$ cat src/sv/assert_macros.svh
// Assertion helpers, sampled on clk and disabled during rst.
`ifndef ASSERT_MACROS_SVH
`define ASSERT_MACROS_SVH

`define ASSERT_CLK(label, prop, msg) \
  label: assert property (@(posedge clk) disable iff (rst) (prop)) else $error(msg);

`define ASSERT_NEVER(label, expr, msg) \
  label: assert property (@(posedge clk) disable iff (rst) !(expr)) else $error(msg);

`endif

$ cat src/sv/ptfa_pkg.sv
package ptfa_pkg;

  localparam int DEFAULT_NUM_FRAMES        = 10;
  localparam int DEFAULT_NUM_PROCESSES     = 2;
  localparam int DEFAULT_PAGES_PER_PROCESS = 16;

  localparam int PID_W    = 1;
  localparam int PAGE_W   = 4;
  localparam int STATUS_W = 2;
  localparam int FRAME_W  = 4;

  localparam logic [STATUS_W-1:0] STATUS_RESIDENT  = 2'd0;
  localparam logic [STATUS_W-1:0] STATUS_ALLOCATED = 2'd1;
  localparam logic [STATUS_W-1:0] STATUS_FULL      = 2'd2;

  typedef enum logic {
    ST_IDLE,
    ST_LOOKUP
  } state_t;

  typedef struct packed {
    logic capture;
    logic commit;
  } cmd_t;

  typedef struct packed {
    logic out_hold;
  } sts_t;

endpackage

$ cat src/sv/page_table_frame_allocator.sv
// Page table with lowest-free frame allocation.
// Input channel (in_valid/in_ready): one page access per transaction,
//   process_id and page_number.
// Output channel (out_valid/out_ready): one result per access, status
//   (0 resident, 1 newly allocated, 2 full or out of range) and frame_number.
// An accepted access has its slot, range check and table read registered;
//   in lookup the hit check, frame pick and write-back happen together and
//   the result enters the output register. No new access is taken until then.
// in_ready is high whenever no access is in lookup, also while a result
//   still waits in the output register.
// When the receiver stalls, the result holds in the output register and a
//   lookup in progress waits for it to drain; then input stalls too.
// Reset (rst, synchronous) clears all mapping valid bits and the frame
//   allocation count and empties the output register; no clearing pass.
// Frames are never released, so once all are used every miss reports full.
`include "assert_macros.svh"

module page_table_frame_allocator #(
  parameter int NUM_FRAMES        = ptfa_pkg::DEFAULT_NUM_FRAMES,
  parameter int NUM_PROCESSES     = ptfa_pkg::DEFAULT_NUM_PROCESSES,
  parameter int PAGES_PER_PROCESS = ptfa_pkg::DEFAULT_PAGES_PER_PROCESS
) (
  input  logic                          clk,
  input  logic                          rst,
  input  logic                          in_valid,
  output logic                          in_ready,
  input  logic [ptfa_pkg::PID_W-1:0]    process_id,
  input  logic [ptfa_pkg::PAGE_W-1:0]   page_number,
  output logic                          out_valid,
  input  logic                          out_ready,
  output logic [ptfa_pkg::STATUS_W-1:0] status,
  output logic [ptfa_pkg::FRAME_W-1:0]  frame_number
);

  ptfa_pkg::cmd_t cmd;
  ptfa_pkg::sts_t sts;

  ptfa_ctrl u_ctrl (
    .clk      (clk),
    .rst      (rst),
    .in_valid (in_valid),
    .in_ready (in_ready),
    .sts      (sts),
    .cmd      (cmd)
  );

  ptfa_datapath #(
    .NUM_FRAMES        (NUM_FRAMES),
    .NUM_PROCESSES     (NUM_PROCESSES),
    .PAGES_PER_PROCESS (PAGES_PER_PROCESS)
  ) u_datapath (
    .clk          (clk),
    .rst          (rst),
    .cmd          (cmd),
    .sts          (sts),
    .process_id   (process_id),
    .page_number  (page_number),
    .out_valid    (out_valid),
    .out_ready    (out_ready),
    .status       (status),
    .frame_number (frame_number)
  );

  `ASSERT_CLK(a_commit_has_room, cmd.commit |-> !(out_valid && !out_ready), "commit into stalled output")
  `ASSERT_NEVER(a_capture_commit_excl, cmd.capture && cmd.commit, "capture and commit together")
  `ASSERT_CLK(a_out_from_commit, $rose(out_valid) |-> $past(cmd.commit), "result without commit")
  `ASSERT_CLK(a_full_zero_frame, (out_valid && status == ptfa_pkg::STATUS_FULL) |-> frame_number == '0, "full result with frame")

endmodule

$ cat src/sv/ptfa_ctrl.sv
module ptfa_ctrl (
  input  logic          clk,
  input  logic          rst,
  input  logic          in_valid,
  output logic          in_ready,
  input  ptfa_pkg::sts_t sts,
  output ptfa_pkg::cmd_t cmd
);

  ptfa_pkg::state_t state;
  ptfa_pkg::state_t state_next;

  always_ff @(posedge clk) begin
    if (rst) begin
      state <= ptfa_pkg::ST_IDLE;
    end else begin
      state <= state_next;
    end
  end

  always_comb begin
    state_next = state;
    unique case (state)
      ptfa_pkg::ST_IDLE: begin
        if (in_valid) begin
          state_next = ptfa_pkg::ST_LOOKUP;
        end
      end
      ptfa_pkg::ST_LOOKUP: begin
        if (!sts.out_hold) begin
          state_next = ptfa_pkg::ST_IDLE;
        end
      end
      default: state_next = ptfa_pkg::ST_IDLE;
    endcase
  end

  always_comb begin
    in_ready    = 1'b0;
    cmd.capture = 1'b0;
    cmd.commit  = 1'b0;
    unique case (state)
      ptfa_pkg::ST_IDLE: begin
        in_ready    = 1'b1;
        cmd.capture = in_valid;
      end
      ptfa_pkg::ST_LOOKUP: begin
        cmd.commit = !sts.out_hold;
      end
      default: begin
        in_ready = 1'b0;
      end
    endcase
  end

endmodule

$ cat src/sv/ptfa_datapath.sv
module ptfa_datapath #(
  parameter int NUM_FRAMES        = ptfa_pkg::DEFAULT_NUM_FRAMES,
  parameter int NUM_PROCESSES     = ptfa_pkg::DEFAULT_NUM_PROCESSES,
  parameter int PAGES_PER_PROCESS = ptfa_pkg::DEFAULT_PAGES_PER_PROCESS
) (
  input  logic                          clk,
  input  logic                          rst,
  input  ptfa_pkg::cmd_t                cmd,
  output ptfa_pkg::sts_t                sts,
  input  logic [ptfa_pkg::PID_W-1:0]    process_id,
  input  logic [ptfa_pkg::PAGE_W-1:0]   page_number,
  output logic                          out_valid,
  input  logic                          out_ready,
  output logic [ptfa_pkg::STATUS_W-1:0] status,
  output logic [ptfa_pkg::FRAME_W-1:0]  frame_number
);

  // Only ids and pages that fit the input fields can ever be addressed.
  localparam int PID_SPAN  = 2 ** ptfa_pkg::PID_W;
  localparam int PAGE_SPAN = 2 ** ptfa_pkg::PAGE_W;
  localparam int EFF_PROCS = (NUM_PROCESSES < PID_SPAN) ? NUM_PROCESSES : PID_SPAN;
  localparam int EFF_PAGES = (PAGES_PER_PROCESS < PAGE_SPAN) ? PAGES_PER_PROCESS : PAGE_SPAN;
  localparam int DEPTH     = EFF_PROCS * EFF_PAGES;
  localparam int SLOT_W    = (DEPTH > 1) ? $clog2(DEPTH) : 1;
  localparam int CNT_W     = $clog2(NUM_FRAMES + 1);

  logic [DEPTH-1:0]                  valid_bits;
  logic [ptfa_pkg::FRAME_W-1:0]      frame_mem [DEPTH];
  logic [ptfa_pkg::FRAME_W-1:0]      rd_frame;
  logic [SLOT_W-1:0]                 slot;
  logic                              range_ok;
  logic [31:0]                       slot_wide;
  logic                              in_range;
  // Frames are taken lowest first and never freed: used frames form a prefix.
  logic [CNT_W-1:0]                  alloc_cnt;
  logic                              hit;
  logic                              mem_full;
  logic                              do_alloc;
  logic [ptfa_pkg::FRAME_W-1:0]      new_frame;
  logic [ptfa_pkg::STATUS_W-1:0]     status_next;
  logic [ptfa_pkg::FRAME_W-1:0]      frame_number_next;

  assign in_range  = (32'(process_id) < 32'(NUM_PROCESSES)) &&
                     (32'(page_number) < 32'(PAGES_PER_PROCESS));
  assign slot_wide = 32'(process_id) * 32'(EFF_PAGES) + 32'(page_number);

  always_ff @(posedge clk) begin
    if (cmd.capture) begin
      slot     <= slot_wide[SLOT_W-1:0];
      range_ok <= in_range;
    end
  end

  always_ff @(posedge clk) begin
    if (cmd.capture) begin
      rd_frame <= frame_mem[slot_wide[SLOT_W-1:0]];
    end
    if (cmd.commit && do_alloc) begin
      frame_mem[slot] <= new_frame;
    end
  end

  assign hit       = range_ok && valid_bits[slot];
  assign mem_full  = (alloc_cnt == CNT_W'(NUM_FRAMES));
  assign do_alloc  = range_ok && !hit && !mem_full;
  assign new_frame = ptfa_pkg::FRAME_W'(alloc_cnt);

  always_comb begin
    priority if (!range_ok) begin
      status_next       = ptfa_pkg::STATUS_FULL;
      frame_number_next = '0;
    end else if (hit) begin
      status_next       = ptfa_pkg::STATUS_RESIDENT;
      frame_number_next = rd_frame;
    end else if (mem_full) begin
      status_next       = ptfa_pkg::STATUS_FULL;
      frame_number_next = '0;
    end else begin
      status_next       = ptfa_pkg::STATUS_ALLOCATED;
      frame_number_next = new_frame;
    end
  end

  always_ff @(posedge clk) begin
    if (rst) begin
      valid_bits <= '0;
      alloc_cnt  <= '0;
    end else if (cmd.commit && do_alloc) begin
      valid_bits[slot] <= 1'b1;
      alloc_cnt        <= alloc_cnt + 1'b1;
    end
  end

  always_ff @(posedge clk) begin
    if (rst) begin
      out_valid <= 1'b0;
    end else if (cmd.commit) begin
      out_valid <= 1'b1;
    end else if (out_ready) begin
      out_valid <= 1'b0;
    end
  end

  always_ff @(posedge clk) begin
    if (cmd.commit) begin
      status       <= status_next;
      frame_number <= frame_number_next;
    end
  end

  assign sts.out_hold = out_valid && !out_ready;

endmodule

$ cat config.mk
export PLATFORM = sky130hd
export DESIGN_NAME = page_table_frame_allocator
export DESIGN_NICKNAME = d
export VERILOG_FILES = /design/src/sv/ptfa_pkg.sv /design/src/sv/page_table_frame_allocator.sv /design/src/sv/ptfa_ctrl.sv /design/src/sv/ptfa_datapath.sv
export VERILOG_INCLUDE_DIRS = /design/src /design/src/sv
export SDC_FILE = /design/constraint.sdc
export NUM_CORES = 1
export LEC_CHECK = 0
export BUFFER_PORTS_ARGS = -buffer_cell sky130_fd_sc_hd__clkbuf_2
export CAP_MARGIN = 20
export CORE_AREA = 10 10 137 139
export CTS_BUF_LIST = sky130_fd_sc_hd__clkbuf_8
export CTS_CLUSTER_SIZE = 25
export DETAILED_ROUTE_END_ITERATION = 16
export DIE_AREA = 0 0 147 149
export PLACE_DENSITY_LB_ADDON = 0.2
export SYNTH_ARGS = -nofsm -noshare
export SYNTH_HDL_FRONTEND = slang
export SYNTH_SLANG_ARGS = --single-unit
export TNS_END_PERCENT = 20
$ cat constraint.sdc
create_clock -name clk -period 2.8 [get_ports clk]
set_input_delay 0.7 -clock clk [delete_from_list [all_inputs] [get_ports clk]]
set_output_delay 0.7 -clock clk [all_outputs]
set_load 0.03 [all_outputs]
==> results of run 1 <==
flip-flops by register name, summed over array words and instances (netlist names):
| register | flops |
|---|---|
| u_ctrl.state | 1 |
| u_datapath.out_valid | 1 |
| u_datapath.frame_mem | 128 |
| u_datapath.slot | 5 |
| u_datapath.valid_bits | 32 |
| u_datapath.rd_frame | 4 |
| u_datapath.frame_number | 4 |
| u_datapath.alloc_cnt | 4 |
| u_datapath.status | 2 |
layer usage:
layer  vias up  part of all wire (%)
li1       1793                     -
met4         0                   1.9
met1      2045                    46
met2       118                    47
met3        28                   5.6
met5         -                     0
Yosys cell counts (2+ instances only):
cell | number | share of area, %
nor2b_1 | 3 | 0.26
mux4_1 | 3 | 1.1
clkbuf_1 | 15 | 0.77
nand3b_1 | 6 | 0.61
o21ai_0 | 5 | 0.34
o41ai_1 | 5 | 0.60
a21oi_1 | 3 | 0.20
buf_4 | 2 | 0.20
buf_2 | 5 | 0.34
edfxtp_1 | 143 | 58
nor2_1 | 22 | 1.1
mux4_2 | 41 | 13
and3_1 | 3 | 0.26
nor3_1 | 18 | 1.2
or3_1 | 2 | 0.17
mux2i_1 | 8 | 1.1
o31ai_1 | 3 | 0.31
buf_6 | 4 | 0.61
dfxtp_1 | 38 | 10
o21a_1 | 24 | 2.5
inv_1 | 4 | 0.20
nor3_2 | 2 | 0.27
o22ai_1 | 3 | 0.26
nand2b_1 | 5 | 0.43
o41ai_4 | 2 | 0.75
mux2_2 | 5 | 0.77
ha_1 | 2 | 0.34
nand2_1 | 17 | 0.87
nand3_1 | 6 | 0.41
worst max-delay path, cell delays in order (launching register included):
cell,delay (ps)
edfxtp_1,520
buf_4,300
mux4_2,570
and4bb_4,230
a21oi_4,200
nand2b_1,160
nor2_1,220
buf_4,200
final cells by class:
cell class                 instances  area, sq um
fill                            1310         7770
sequential                       181         5050
multi-input combinational        205         2140
timing repair buffer              74          528
tap                              220          275
clock buffer                      17          234
clock inverter                    15          156
inverter                           4         15.0
cells by family after synthesis:
| logic type | synth area share (%) |
|---|---|
| AOI/OAI and AO/OA | 5.96 |
| and+or+nand+nor | 7.02 |
| adders and majority gates | 0.341 |
| buffers and inverters | 2.18 |
| muxes | 15.7 |
| DFF | 68.8 |
worst min path at each step:
stage,startpoint,endpoint,slack (ps),cells after the start
2_1_floorplan,u_datapath.valid_bits[10],u_datapath.valid_bits[10],410,2
3_3_place_gp,u_datapath.valid_bits[18],u_datapath.valid_bits[18],430,2
3_5_place_dp,u_datapath.valid_bits[2],u_datapath.valid_bits[2],450,2
4_1_cts,in_valid,u_ctrl.state,460,3
5_1_grt,in_valid,u_ctrl.state,470,3
6_report,u_datapath.valid_bits[6],u_datapath.valid_bits[6],470,2
power by group through the flow:
stage	registers, mW	clock network, mW	logic, mW
after floorplan	3.03	0	0.189
after global placement	3.01	0	0.318
after detailed placement	3.02	0	0.321
after CTS	2.95	1.78	0.323
after global routing	2.96	1.89	0.344
final	2.95	1.75	0.318
metrics by stage:
stage	total power [mW]	instance area, sq um	setup WS (ps)	cells	setup TNS [ps]
after CTS	5.06	8400	143	716	0
after global placement	3.33	8010	98.9	684	0
final	5.02	8410	108	716	0
after global routing	5.20	8410	-1.03	716	-1.03
after floorplan	3.22	7350	91.9	417	0
after detailed placement	3.34	8010	78.8	684	0
what timing repair did:
action	4_1_cts	5_1_grt
setup endpoints to repair	0	12
resized for setup	0	2
hold endpoints to repair	0	0
==> results.json, run 1 <==
{
  "nets": 494,
  "crit_end": "u_datapath.frame_mem[20][3]",
  "end_kind": "flop",
  "synthFlopType": "edfxtp_1",
  "row_count": 47,
  "grt_antenna_before_repair": 0,
  "initial_core_util_pct": 45.4,
  "drtPass1Iterations": 5,
  "p_leak_nw": 2.71,
  "io_buffer_count": 16,
  "die_h_um": 149,
  "synth-async-reset-ratio_pct": 0,
  "busiest_layer": "met2",
  "die_area_sq_um": 21900,
  "syn_area_per_cell_sq_um": 17.6,
  "wl_per_cell_um": 23.2,
  "first_iter_violations": 294,
  "grt_usage_pct": 15.7,
  "grt-ovfl-total": 0,
  "regToRegSetupSlack_ps": 110,
  "num_vias": 3984,
  "synth-seq-cells": 181,
  "powerDensity_nw_per_um2": 597,
  "synth_seq_area_share_pct": 68.8,
  "core_sq_um": 16200,
  "postRouteAntennaNets": 0,
  "grt_max_degree": 37,
  "io-pin-count": 17,
  "met2_usage_pct": 23.8,
  "drive_above_1_share_pct": 33.3,
  "power_frac_clock_pct": 34.8,
  "finalWirelength_um": 16600,
  "finalHoldViolations": 0,
  "worstPathRequired_ps": 2980,
  "antenna_cells": 0,
  "fin_crit_sh_pct": 96.2,
  "crit_path_max_fanout": 12,
  "drc_errors": 0,
  "rr_endpoint": "u_datapath.frame_mem[20][3]",
  "fmax_mhz": 371,
  "maxCapViolCount": 0,
  "worstSetupPathType": "flop to flop",
  "grt_pass1_wl_um": 25300,
  "syn_area_sq_um": 7350,
  "grt_pass1_vias": 4095,
  "setup_violations": 0,
  "dieWidth_um": 147,
  "place_hpwl_um": 11300,
  "fin_util_pct": 52.0,
  "synth_edf_count": 143,
  "start_kind": "flop",
  "clkLatencyLatePin_ps": 470,
  "via_per_inst": 5.56,
  "yosysWarnings": 0,
  "synth_fp_nets": 428,
  "power.switching_mw": 1.17,
  "switching_share_pct": 23.2,
  "synthCells": 417,
  "yosysUniqueCellTypes": 47,
  "worst_hold_slack_ps": 469,
  "gp_congestion": 0.824,
  "cts_tree": "built",
  "cts_buffer_depth": 2,
  "postCtsHoldBufs": 0,
  "cts_setup_buffers": 0,
  "skew_ps": 10.4,
  "cts_made_buffers": 17,
  "mostFrequentLayoutCells": "143 x edfxtp_1, 57 x buf_4, 41 x mux4_2, 38 x dfxtp_1, 24 x o21a_1",
  "slew_violations": 0,
  "mostFrequentLayoutCell": "edfxtp_1",
  "startpoint": "u_datapath.slot[0]",
  "hold_path_class": "flop to flop",
  "cts.sinks": 181,
  "min_period_ps": 2690,
  "cp.arrival_ps": 2880,
  "ir_worst_vdd_v": 0.000329,
  "clk_transition_reported_paths_ps": 90,
  "globalRouteMet3Util_pct": 3.91,
  "p_int_mw": 3.85,
  "pwr-share-seq_pct": 58.8,
  "reg2regPathDepth": 7,
  "p_comb_share_pct": 6.3,
  "htreeDepth": 4,
  "worst_slew_pin_slew_ps": 1040,
  "met1_usage_pct": 21.6,
  "syn_to_final_growth_pct": 14.4,
  "status": "finished, final reports clean",
  "critical_path.reg2reg.startpoint": "u_datapath.slot[0]",
  "relSlewSlack_pct": 30.9,
  "root_buffer": "clkbuf_8"
}
Power figures use the tool's default switching activity.
==> inputs of run 2 (changes only) <==
GPL_TIMING_DRIVEN = 0   (was default)
==> run 2 against run 1 <==
Net effect: fmax fell by 1.9%; clock skew decreased by 2.4 ps; final cell count is 3.6% lower; flip-flop and latch count stayed put; die area stayed put; global-route usage fell by 1.1 points.
==> results.json, run 2 (synthesized netlist as in run 1, its figures left out) <==
{
  "worst_slew_pin_slew_ps": 1180,
  "setup_violations": 0,
  "worst_hold_slack_ps": 426,
  "initial_core_util_pct": 45.4,
  "cp_slowest_cell": "or3_1",
  "cts_tree": "built",
  "largest_register_ff_count": 128,
  "grt_setup_unrepaired": "yes",
  "slew_violations": 0,
  "grt_antenna_before_repair": 0,
  "drive_above_1_share_pct": 34.0,
  "fin_crit_sh_pct": 98.0,
  "grt_usage_pct": 14.6,
  "cts_made_buffers": 17,
  "cp_top_family": "simple AND/OR/NAND/NOR gates",
  "mostFrequentLayoutCell": "edfxtp_1",
  "via_per_inst": 5.72,
  "fmax_mhz": 365,
  "io-pin-count": 17,
  "finalWirelength_um": 15700,
  "grt_pass1_wl_um": 24000,
  "root_buffer": "clkbuf_8",
  "layout_setup_ws_ps": 56.7,
  "status": "finished, final reports clean",
  "syn_to_final_growth_pct": 15.7,
  "crit_path_max_incr_delay_ps": 520,
  "max_flop_register": "u_datapath.frame_mem",
  "drc_errors": 0,
  "skew_ps": 7.98,
  "die_h_um": 149,
  "grt-ovfl-total": 0,
  "wl_per_cell_um": 22.7,
  "clkLatencyLatePin_ps": 460,
  "start_kind": "flop",
  "relSlewSlack_pct": 21.5,
  "p_leak_nw": 2.61,
  "nets": 468,
  "cts.sinks": 181,
  "mostFrequentLayoutCells": "143 x edfxtp_1, 42 x mux4_2, 35 x dfxtp_1, 24 x o21a_1",
  "grt_max_degree": 38,
  "crit_chain": "inv_1 > ha_1 > nand3b_1 > nand3_1 > or3_1 > nand2b_1 > nor2_2",
  "regToRegSetupSlack_ps": 60,
  "row_count": 47,
  "powerDensity_nw_per_um2": 635,
  "placed_area_sq_um": 7770,
  "dp.cells": 655,
  "hold_path_class": "input pin to flop",
  "gp_congestion": 0.782,
  "worstSetupPathType": "flop to flop",
  "postCtsHoldBufs": 0,
  "crit_path_max_fanout": 14,
  "drtPass1Iterations": 5,
  "die_area_sq_um": 21900,
  "fin_area_sq_um": 8500,
  "maxCapViolCount": 0,
  "min_period_ps": 2740,
  "ir_worst_vdd_v": 0.000374,
  "htreeDepth": 4,
  "dieWidth_um": 147,
  "postRouteAntennaNets": 0,
  "dp_slack_ps": -740,
  "worstPathRequired_ps": 2940,
  "antenna_cells": 0,
  "io_buffer_count": 15,
  "place_hpwl_um": 11400,
  "crit_buf_inv": 1,
  "first_iter_violations": 363,
  "num_vias": 3944,
  "clk_transition_reported_paths_ps": 90,
  "top_regs": "u_datapath.frame_mem: 128 flops, u_datapath.valid_bits: 32 flops, u_datapath.slot: 5 flops",
  "finalHoldViolations": 0,
  "grt_pass1_vias": 3904,
  "cp.arrival_ps": 2890,
  "core_sq_um": 16200,
  "end_kind": "flop",
  "stdcell_count": 690,
  "cts_buffer_depth": 2
}
run 2: cell types whose count changed in the layout (fill, tap and decap cells not counted), moves of 3 or more:
cell       change
buf_4         -51
bufinv_16      +4
nor3_4         +7
buf_6          +3
clkbuf_4       +3
nor2_2        +10
nor3_2         +5
nor3_1        -12
nor2_1        -16
clkbuf_1      +13
dfxtp_1        -3
nor2_4         +6
run 2: power breakdown:
group	total (mW)	leakage, nW	switching (mW)	internal [mW]
combinational	0.335	0.891	0.210	0.125
sequential	2.96	1.48	0.0298	2.93
clock	2.10	0.238	0.939	1.16
run 2: path summary, 6_finish.rpt:
path	depth (start not counted)	end	from
max	7	u_datapath.frame_mem[20][0]	u_datapath.alloc_cnt[0]
min	1	u_datapath.slot[0]	page_number[0]
max reg2reg	7	u_datapath.frame_mem[20][0]	u_datapath.alloc_cnt[0]
min reg2reg	1	u_datapath.valid_bits[29]	u_datapath.valid_bits[29]
run 2: area by class of cell:
| cell class | instances | area [sq um] |
|---|---|---|
| Clock buffer | 17 | 234 |
| Tap cell | 220 | 275 |
| Buffer | 26 | 154 |
| Sequential cell | 181 | 5060 |
| Multi-Input combinational cell | 205 | 2330 |
| Clock inverter | 15 | 251 |
| Fill cell | 1338 | 7670 |
| Timing Repair Buffer | 22 | 175 |
| Inverter | 4 | 15.0 |
run 2: through the flow:
stage	power (mW)	utilization [%]	TNS, ps
after floorplan	3.22	-	0
after global placement	3.31	47.6	-102230
after detailed placement	3.33	48.0	-52810
after CTS	5.41	51.5	-3900
after global routing	5.57	52.6	-1240
final	5.40	52.6	0
run 2: per-layer routing:
metal,GRT usage (%),vias up,routed length (um)
li1,-,1752,-
met1,19.6,2094,7000
met2,23.6,80,7850
met3,3.00,18,599
met4,4.61,0,221
met5,0,-,0
run 2: timing repair:
item / in CTS / in global routing
buffers inserted: 1 / 3
setup endpoints to repair: 152 / 139
gates resized for setup: 16 / 42
hold endpoints to repair: 0 / 0
pin swaps: 1 / 2
==> inputs of run 3 (changes only) <==
CORE_AREA = 10 10 136 138   (was 10 10 137 139)
DIE_AREA = 0 0 146 148   (was 0 0 147 149)
GPL_TIMING_DRIVEN = default   (was 0)
SYNTH_HIERARCHICAL = 1   (was default)
==> run 3 against run 2 <==
Net effect: flip-flop and latch count stayed put; first-iteration DRC count increased by 27%; global-route usage grew 0.079 points; sequential share of layout area grew 2.5 points; fmax up 5.8%; synthesized cell count increased by 7.2%; register-to-register slack improved by 150 ps; non-clock buffer count is 3 lower; clock skew rose by 3.5 ps; final cell count is 3.8% higher.
==> results.json, run 3 <==
{
  "status": "finished, final reports clean",
  "cts_buffer_depth": 2,
  "setup_tns_ps": 0,
  "finalWirelength_um": 15700,
  "synth_seq_area_share_pct": 69.2,
  "maxCapViolCount": 0,
  "grt_pass1_vias": 4051,
  "drive_above_1_share_pct": 25.8,
  "row_count": 46,
  "worstSetupPathType": "flop to flop",
  "worstPathRequired_ps": 3170,
  "cp.arrival_ps": 2960,
  "mostFrequentLayoutCell": "edfxtp_1",
  "crit_buf_inv": 1,
  "min_period_ps": 2590,
  "synth_top_area_share_pct": 58.8,
  "grt_setup_unrepaired": "no",
  "nFillCells": 1299,
  "worst_slew_pin_slew_ps": 730,
  "grt_antenna_before_repair": 0,
  "rr_endpoint": "u_datapath/alloc_cnt[2]",
  "cts.sinks": 181,
  "regToRegSetupSlack_ps": 210,
  "largest_register_ff_count": 128,
  "p_leak_nw": 2.58,
  "drtPass1Iterations": 5,
  "synth_edf_count": 143,
  "synth_common_cells": "143 x edfxtp_1, 67 x nor2_1, 41 x mux4_2",
  "synthCells": 447,
  "fin_crit_sh_pct": 92.6,
  "top_regs": "u_datapath/frame_mem: 128 flops, u_datapath/valid_bits: 32 flops, u_datapath/slot: 5 flops",
  "powerDensity_nw_per_um2": 589,
  "synth-async-reset-ratio_pct": 0,
  "worst_hold_slack_ps": 471,
  "postRouteAntennaNets": 0,
  "crit_chain": "buf_12 > mux2_4 > a21oi_1 > nor4b_4 > o211ai_2 > or4_1 > a21oi_1",
  "cts_tree": "built",
  "clk_transition_reported_paths_ps": 80,
  "clkLatencyLatePin_ps": 450,
  "crit_path_max_fanout": 26,
  "mostFrequentLayoutCells": "143 x edfxtp_1, 66 x nor2_1, 41 x mux4_2, 38 x dfxtp_1, 26 x buf_4",
  "synth_fp_nets": 458,
  "postCtsHoldBufs": 0,
  "yosysWarnings": 6,
  "via_per_inst": 5.69,
  "dieWidth_um": 146,
  "gp_congestion": 0.781,
  "io-pin-count": 17,
  "synth-seq-cells": 181,
  "cts_made_buffers": 17,
  "synthMostInstantiatedCell": "edfxtp_1",
  "ir_worst_vdd_v": 0.000264,
  "startpoint": "u_datapath/slot[0]",
  "synth_area_leaders": "edfxtp_1 59%, mux4_2 13%, dfxtp_1 10%, nor2_1 3.4%, mux2i_1 2.1%",
  "root_buffer": "clkbuf_8",
  "relSlewSlack_pct": 51.4,
  "drc_errors": 0,
  "initial_core_util_pct": 46.5,
  "grt-ovfl-total": 0,
  "hold_depth": 2,
  "fmax_mhz": 386,
  "start_kind": "flop",
  "syn_area_sq_um": 7300,
  "skew_ps": 11.5,
  "grt_pass1_wl_um": 24400,
  "end_kind": "flop",
  "yosysUniqueCellTypes": 42,
  "reg2regPathDepth": 7,
  "io_buffer_count": 16,
  "critPathMostFrequentCell": "a21oi_1",
  "fin_util_pct": 51.8,
  "crit_path_max_incr_delay_ps": 540,
  "min-delay-start": "u_datapath/valid_bits[12]",
  "setup_violations": 0,
  "wl_per_cell_um": 21.9,
  "hold_path_class": "flop to flop",
  "cp_top_family": "simple AND/OR/NAND/NOR gates",
  "grt_max_degree": 40,
  "die_area_sq_um": 21600,
  "slew_violations": 0,
  "critical_path.reg2reg.startpoint": "u_datapath/slot[0]",
  "finalHoldViolations": 0,
  "worstHoldEndpoint": "u_datapath/valid_bits[12]",
  "num_vias": 4071,
  "die_h_um": 148,
  "grt_usage_pct": 14.7,
  "syn_area_per_cell_sq_um": 16.3,
  "cp_slowest_cell": "or4_1",
  "core_sq_um": 15700,
  "place_hpwl_um": 10500,
  "cts_setup_buffers": 0,
  "antenna_cells": 0,
  "max_flop_register": "u_datapath/frame_mem",
  "first_iter_violations": 462,
  "cts_resized": 0,
  "synthFlopType": "edfxtp_1",
  "htreeDepth": 4,
  "syn_to_final_growth_pct": 11.5,
  "yosys.area.top_type": "edfxtp_1",
  "nets": 500
}
==> run 3: kinds of logic after synthesis <==
kind of cell,after synthesis,synth area share [%]
AO/OA/AOI/OAI,49,4.47
multiplexers,64,16.0
AND/OR/NAND/NOR,127,8.45
adder cells (fa/ha/maj),2,0.343
flip-flops,181,69.2
buffers and inverters,24,1.52
==> run 3: stage by stage <==
step                power (mW)  cells  setup WS [ps]  instance area [sq um]
floorplan                 3.17    447           91.9                   7300
global route              4.96    716           28.0                   8140
global placement          3.26    686            118                   7810
finish                    4.79    716            206                   8140
CTS                       4.82    716            216                   8140
detailed placement        3.27    686           82.1                   7810
==> run 3: layout make-up <==
type	instances	area, sq um	share of cell area (%)
Sequential cell	181	5050	62.1
Inverter	2	7.51	0.0922
Tap cell	216	270	3.32
Clock inverter	13	101	1.24
Clock buffer	17	234	2.87
Timing Repair Buffer	45	335	4.12
Multi-Input combinational cell	242	2140	26.3
==> run 3: tightest hold or removal path, stage by stage (launching register included) <==
cell and delay [ps]:
dfxtp_1 330, a21oi_1 40, nor2_1 70
==> run 3: power breakdown <==
group          switching, mW  leakage [nW]  internal, mW  total [mW]
combinational          0.171         0.890         0.110       0.280
clock                  0.842         0.179         0.748        1.59
sequential            0.0129          1.51          2.91        2.92
==> run 3: worst max path at each step <==
stage / depth (start not counted) / endpoint / slack, ps
floorplan: 5 / u_datapath/rd_frame[0] / 90
global placement: 5 / u_datapath/rd_frame[3] / 120
detailed placement: 5 / u_datapath/rd_frame[2] / 80
CTS: 7 / u_datapath/alloc_cnt[2] / 220
global route: 7 / u_datapath/alloc_cnt[2] / 30
finish: 7 / u_datapath/alloc_cnt[2] / 210
==> run 3: metal layers <==
layer	track usage, %	share of wire (%)	up-vias
met5	0	0	-
met4	5.51	1.8	0
met3	2.87	5.3	21
met2	22.0	46	105
met1	20.9	47	2126
li1	-	-	1819
